## src/rtl/assert_macros.svh

```systemverilog
// Assertion macros shared by the rational arithmetic unit.
`ifndef ASSERT_MACROS_SVH
`define ASSERT_MACROS_SVH
`ifndef ASSERT_OFF
`define RAU_ASSERT(lbl, clk, rst_n, prop, msg) \
	lbl: assert property (@(posedge clk) disable iff (!rst_n) prop) else $error(msg);
`define RAU_ASSERT_NEVER(lbl, clk, rst_n, cond, msg) \
	lbl: assert property (@(posedge clk) disable iff (!rst_n) !(cond)) else $error(msg);
`else
`define RAU_ASSERT(lbl, clk, rst_n, prop, msg)
`define RAU_ASSERT_NEVER(lbl, clk, rst_n, cond, msg)
`endif
`endif

```

## src/rtl/rau_pkg.sv

```systemverilog
// Shared constants and types of the rational arithmetic unit.
package rau_pkg;
	localparam int OPW     = 16;
	localparam int DMW     = 2 * OPW - 1;
	localparam int NMW     = 2 * OPW;
	localparam int STEPS   = NMW + DMW;
	localparam int KW      = $clog2(NMW) + 1;
	localparam int NUMOUTW = 33;
	localparam int DENOUTW = 32;
	localparam int WIDEW   = NMW + NUMOUTW;

	localparam logic [1:0] OP_ADD = 2'd0;
	localparam logic [1:0] OP_SUB = 2'd1;
	localparam logic [1:0] OP_MUL = 2'd2;
	localparam logic [1:0] OP_DIV = 2'd3;

	localparam logic [1:0] ST_OK        = 2'd0;
	localparam logic [1:0] ST_DIV_ZERO  = 2'd1;
	localparam logic [1:0] ST_ZERO_ZERO = 2'd2;

	typedef struct packed {
		logic [1:0]            operation;
		logic signed [OPW-1:0] a_num;
		logic signed [OPW-1:0] a_den;
		logic signed [OPW-1:0] b_num;
		logic signed [OPW-1:0] b_den;
	} rau_req_t;

	typedef struct packed {
		logic signed [NUMOUTW-1:0] result_num;
		logic signed [DENOUTW-1:0] result_den;
		logic [1:0]                status;
	} rau_rsp_t;

	typedef struct packed {
		logic [1:0]     status;
		logic           num_neg;
		logic [NMW-1:0] num_mag;
		logic           den_neg;
		logic [NMW-1:0] den_mag;
	} rau_frac_t;

	typedef struct packed {
		rau_frac_t      frac;
		logic [NMW-1:0] g;
	} rau_red_t;
endpackage

```

## src/rtl/rau_front.sv

```systemverilog
// Operand conversion, cross products and numerator sum over two stages.
module rau_front (
	input  logic               clk,
	input  logic               arst_n,
	input  logic               adv,
	input  logic               in_valid,
	input  rau_pkg::rau_req_t  req,
	output logic               out_valid,
	output rau_pkg::rau_frac_t frac
);
	function automatic logic [rau_pkg::OPW-1:0] mag_of(logic [rau_pkg::OPW-1:0] v);
		return v[rau_pkg::OPW-1] ? (~v + 1'b1) : v;
	endfunction

	logic [rau_pkg::OPW-1:0]   an, ad, bn, bd, x0, y0, y2;
	logic                      an_s, ad_s, bn_s, bd_s, bn_e, sx0, sy0, sy2;
	logic [rau_pkg::NMW-1:0]   pr0, pr1, pr2;

	logic                      valid_s1, addsub_s1;
	logic [1:0]                status_s1;
	logic [rau_pkg::DMW-1:0]   p0_s1, p1_s1, pd_s1;
	logic                      p0n_s1, p1n_s1, pdn_s1;

	logic [rau_pkg::NMW-1:0]   a0, a1, sum;
	logic                      sum_neg;
	rau_pkg::rau_frac_t        nxt;

	always_comb begin
		an = mag_of(req.a_num);
		ad = mag_of(req.a_den);
		bn = mag_of(req.b_num);
		bd = mag_of(req.b_den);
		an_s = req.a_num[rau_pkg::OPW-1];
		ad_s = req.a_den[rau_pkg::OPW-1];
		bn_s = req.b_num[rau_pkg::OPW-1];
		bd_s = req.b_den[rau_pkg::OPW-1];
		bn_e = (req.operation == rau_pkg::OP_SUB) ? ~bn_s : bn_s;
		x0 = an;
		sx0 = an_s;
		if (req.operation == rau_pkg::OP_MUL) begin
			y0 = bn;
			sy0 = bn_s;
		end else begin
			y0 = bd;
			sy0 = bd_s;
		end
		if (req.operation == rau_pkg::OP_DIV) begin
			y2 = bn;
			sy2 = bn_s;
		end else begin
			y2 = bd;
			sy2 = bd_s;
		end
		pr0 = x0 * y0;
		pr1 = bn * ad;
		pr2 = ad * y2;
	end

	always_ff @(posedge clk or negedge arst_n) begin
		if (!arst_n) begin
			valid_s1 <= 1'b0;
		end else if (adv) begin
			valid_s1 <= in_valid;
		end
	end

	always_ff @(posedge clk) begin
		if (adv) begin
			addsub_s1 <= (req.operation == rau_pkg::OP_ADD) || (req.operation == rau_pkg::OP_SUB);
			status_s1 <= ((req.operation == rau_pkg::OP_DIV) && (bn == '0)) ?
				rau_pkg::ST_DIV_ZERO : rau_pkg::ST_OK;
			p0_s1  <= pr0[rau_pkg::DMW-1:0];
			p1_s1  <= pr1[rau_pkg::DMW-1:0];
			pd_s1  <= pr2[rau_pkg::DMW-1:0];
			p0n_s1 <= (pr0 != '0) && (sx0 ^ sy0);
			p1n_s1 <= (pr1 != '0) && (bn_e ^ ad_s);
			pdn_s1 <= (pr2 != '0) && (ad_s ^ sy2);
		end
	end

	always_comb begin
		a0 = {1'b0, p0_s1};
		a1 = {1'b0, p1_s1};
		if (!addsub_s1) begin
			sum = a0;
			sum_neg = p0n_s1;
		end else if (p0n_s1 == p1n_s1) begin
			sum = a0 + a1;
			sum_neg = p0n_s1;
		end else if (a0 >= a1) begin
			sum = a0 - a1;
			sum_neg = p0n_s1;
		end else begin
			sum = a1 - a0;
			sum_neg = p1n_s1;
		end
		nxt.num_mag = sum;
		nxt.num_neg = sum_neg && (sum != '0);
		nxt.den_mag = {1'b0, pd_s1};
		nxt.den_neg = pdn_s1;
		if (status_s1 != rau_pkg::ST_OK) begin
			nxt.status = status_s1;
		end else if ((sum == '0) && (pd_s1 == '0)) begin
			nxt.status = rau_pkg::ST_ZERO_ZERO;
		end else begin
			nxt.status = rau_pkg::ST_OK;
		end
	end

	always_ff @(posedge clk or negedge arst_n) begin
		if (!arst_n) begin
			out_valid <= 1'b0;
		end else if (adv) begin
			out_valid <= valid_s1;
		end
	end

	always_ff @(posedge clk) begin
		if (adv) begin
			frac <= nxt;
		end
	end
endmodule

```

## config.mk

```make
export PLATFORM = sky130hd
export DESIGN_NAME = rau_front
export DESIGN_NICKNAME = d
export VERILOG_FILES = /design/src/rtl/assert_macros.svh /design/src/rtl/rau_pkg.sv /design/src/rtl/rau_front.sv
export SDC_FILE = /design/constraint.sdc
export NUM_CORES = 2
export LEC_CHECK = 0
export BUFFER_PORTS_ARGS = -buffer_cell sky130_fd_sc_hd__buf_2
export CAP_MARGIN = 15
export CORE_UTILIZATION = 60
export CTS_BUF_LIST = sky130_fd_sc_hd__clkbuf_4 sky130_fd_sc_hd__clkbuf_8 sky130_fd_sc_hd__clkbuf_16
export DETAILED_ROUTE_END_ITERATION = 7
export MAX_ROUTING_LAYER = met4
export PLACE_DENSITY_LB_ADDON = 0.05
export REMOVE_ABC_BUFFERS = 1
export SLEW_MARGIN = 20
export SYNTH_ARGS = -nofsm -noshare
export SYNTH_HDL_FRONTEND = slang
export SYNTH_SLANG_ARGS = --single-unit
```

## constraint.sdc

```tcl
create_clock -name clk -period 7.9 [get_ports clk]
set_clock_uncertainty 0.05 [all_clocks]
set_input_delay 0.395 -clock clk [delete_from_list [all_inputs] [get_ports clk]]
set_output_delay 0.395 -clock clk [all_outputs]
set_load 0.02 [all_outputs]
```

==> results.txt <==
----------------------------------------------------
[Timing]
  RSZ-0062 raised after global routing ... true
  Slew @ Worst Pin ... 0.986 ns
  Post-route worst hold slack ... 0.145 ns
  Accumulated negative setup slack ... -2.29 ns
  Period utilisation layout ... 109%
  Min Tclk post-route ... 8.64 ns
  Count of final hold-check violations ... 0
  Final setup margin ... -0.743 ns
  Max Fclk ... 116 MHz
  Final count of negative-setup-slack endpoints ... 5
  Final max-slew violation count ... 0
  Worst slew margin relative to its limit ... 32.6%

[Floorplan]
  Effective utilization at floorplan ... 60.5%
  Count of boundary I/O pins ... 139
  Die outline area ... 63200 um2
  Std cell rows ... 91
  Vertical die dimension ... 251 um
  Std-Cell Core Area ... 61600 um2
  Die span in x ... 251 um

[Run status]
  Failing checks ... setup timing
  Result of the run ... complete, but fails checks

[Flow run]
  Max Cap Viol ... 0

[Layout]
  Fin nets ... 6104
  Share of layout cells above drive strength 1 ... 22.1%
  Count of placed standard cells in the final layout, fillers left out ... 5896
  Leading cell types in the layout, fill and taps excluded ... 741 x inv_1, 736 x buf_4, 580 x fa_1
  Synth-to-layout area growth ... 23.3%
  Cell area after layout ... 46000 um2
  Most common cell after layout, fill and taps aside ... inv_1

[Setup path]
  Setup Crit Path Kind ... input port to register
  Cell type of the slowest stage on the worst timing path ... fa_1
  Max stage delay on crit path ... 0.60 ns
  Maximum fanout count along the critical path ... 4
  Critical path data arrival time ... 8.79 ns
  Critical path startpoint category ... input port
  Kind of capture point of the worst setup path ... register
  Most prevalent standard cell on the critical path ... fa_1
  Required time worst endpoint ... 8.05 ns

[Detailed routing]
  Number of vias in the routed layout ... 33800
  1st-iter DRT viols ... 3232
  Remaining DRCs ... 0
  Routed wire length ... 121000 um
  Total iterations of the first detailed-routing run ... 8
  Drt wl/cell ... 20.5 um
  Post-route ant nets ... 0
  Average vias per placed instance ... 5.73

[Synth]
  Unique cell type count in the Yosys netlist ... 86
  Synthesis Warnings ... 0
  Synth Flop Type ... edfxtp_1
  Mean cell area of the mapped netlist ... 8.75 um2
  Post-synthesis cell count ... 4262
  Register area share after synthesis ... 13.4%
  Ys async rst share ... 1.20%
  Area of the mapped netlist ... 37300 um2
  EDFF count, synth ... 165
  Number of flip-flops and latches in the synthesized netlist ... 167

[Global route]
  Gr usage total ... 40.0%
  Initial antenna violation count ... 4
  Vias in the first global route ... 33800
  GR Overflow Total ... 0
  First-pass GRT wire length ... 188000 um
  Largest net degree at the start of global routing ... 100

[CTS]
  Clock tree sinks ... 167
  Cts bufs inserted ... 17
  CTS H-tree lvls ... 4
  Reg clk slew, reported paths ... 0.07 ns
  Maximum buffer depth of the clock tree ... 2
  Cell chosen for the clock root ... clkbuf_16
  Worst-skew pair later-pin latency ... 0.46 ns
  CTS tree ... built

[Placed design]
  Number of placed cells counting well taps ... 5813
  Number of port buffers ... 137
  HPWL after DPL ... 102000 um
  Last weighted congestion value of the routability-driven placer ... 1.06
  Standard cell area after detailed placement ... 44100 um2

[Hold path]
  Worst hold-check path type ... input port to register

----------------------------------------------------
## timing repair
item	in CTS	in global routing
pin swaps	15	81
hold buffers	1	0
resized for setup	53	146
buffers inserted	42	18
endpoints found under the setup margin	11	23
endpoints found under the hold margin	2	0
## logic make-up (layout without fill, tap and decap cells)
logic type	count (synthesis)	count (layout)	share of synthesized area [%]
buffers and inverters	902	1693	9.14
flip-flops	167	167	13.4
XOR/XNOR	194	194	4.56
AO/OA/AOI/OAI	641	641	11.2
multiplexers	30	30	0.815
other	1	7	0.0101
AND/OR/NAND/NOR	1333	1333	15.7
adder cells (fa/ha/maj)	994	994	45.1
## synthesized netlist by cell type (8+ instances only)
cell      count  share of area (%)
a211o_1       8               0.19
a211oi_1     28               0.56
a21o_1       64                1.3
a21oi_1     176                2.4
a31oi_1      25               0.42
and2_1       38               0.64
and3_1       17               0.29
buf_1        10               0.10
buf_2         8               0.11
clkbuf_1    124                1.2
edfxtp_1    165                 13
fa_1        585                 31
ha_1        409                 14
inv_1       754                7.6
mux2i_1      27               0.72
nand2_1     518                5.2
nand2b_1     31               0.52
nand3_1      38               0.51
nand4_1      22               0.37
nor2_1      471                4.7
nor2b_1      32               0.54
nor3_1       48               0.64
nor4_1       31               0.52
o211ai_1     21               0.42
o21a_1       36               0.72
o21ai_0     113                1.5
o21ai_1      26               0.35
o21bai_1     17               0.34
o31a_1        9               0.21
o31ai_1      20               0.40
o41ai_1      11               0.26
or2_2        13               0.22
or3_1        22               0.37
or4_1        23               0.46
xnor2_1     110                2.6
xor2_1       84                2.0
## path summary, 6_finish.rpt
path                                startpoint  slack (ns)                    end  cells after the start
setup / recovery                       req[19]       -0.74       p1n_s1$_DFFE_PP_                     32
hold / removal                        in_valid        0.15   valid_s1$_DFFE_PN0P_                      2
setup reg to reg           p0_s1[17]$_DFFE_PP_        1.73     frac[65]$_DFFE_PP_                     14
hold reg to reg               pdn_s1$_DFFE_PP_        0.38     frac[32]$_DFFE_PP_                      0
max in group asynchronous               arst_n        7.51   valid_s1$_DFFE_PN0P_                      2
min in group asynchronous               arst_n        0.20  out_valid$_DFFE_PN0P_                      2
## cell type report
type / count / area [um2]
Antenna cell: 6 / 15.0
Clock buffer: 18 / 433
Clock inverter: 14 / 154
Fill cell: 4670 / 15600
Inverter: 757 / 2840
Multi-Input combinational cell: 3193 / 29800
Sequential cell: 167 / 5000
Tap cell: 837 / 1050
Timing Repair Buffer: 904 / 6680
## sequential cells by signal (all words and copies together), names as in the netlist
| name | flops |
|---|---|
| addsub_s1 | 1 |
| p0_s1 | 31 |
| frac | 67 |
| valid_s1 | 1 |
| pdn_s1 | 1 |
| out_valid | 1 |
| p0n_s1 | 1 |
| p1n_s1 | 1 |
| pd_s1 | 31 |
| status_s1 | 1 |
| p1_s1 | 31 |
## metrics by stage
stage / utilization (%) / worst slack [ns]
after floorplan: - / -1.48
after global placement: 71.6 / -1.28
after detailed placement: 71.6 / -1.39
after CTS: 73.5 / -0.629
after global routing: 74.6 / -0.998
final: 74.6 / -0.743
## metal layers
layer | track usage (%) | up-vias | share of wire [%]
met5 | - | - | 0
met4 | 14.5 | 0 | 4.1
met3 | 9.42 | 284 | 11
met2 | 58.0 | 1740 | 43
met1 | 54.7 | 16400 | 42
li1 | - | 15300 | -
## worst max-delay path, delay by kind of cell
family                     cells  cell delay [ns]
xor gates and xnor gates       2             0.34
buffers and inverters          8             0.77
AOI/OAI and AO/OA              8             1.57
and+or+nand+nor                7             2.32
adders and majority gates      7             3.39
Power is not shown: default switching activity piles up to over one toggle a cycle in this logic, so the estimate is an artifact.
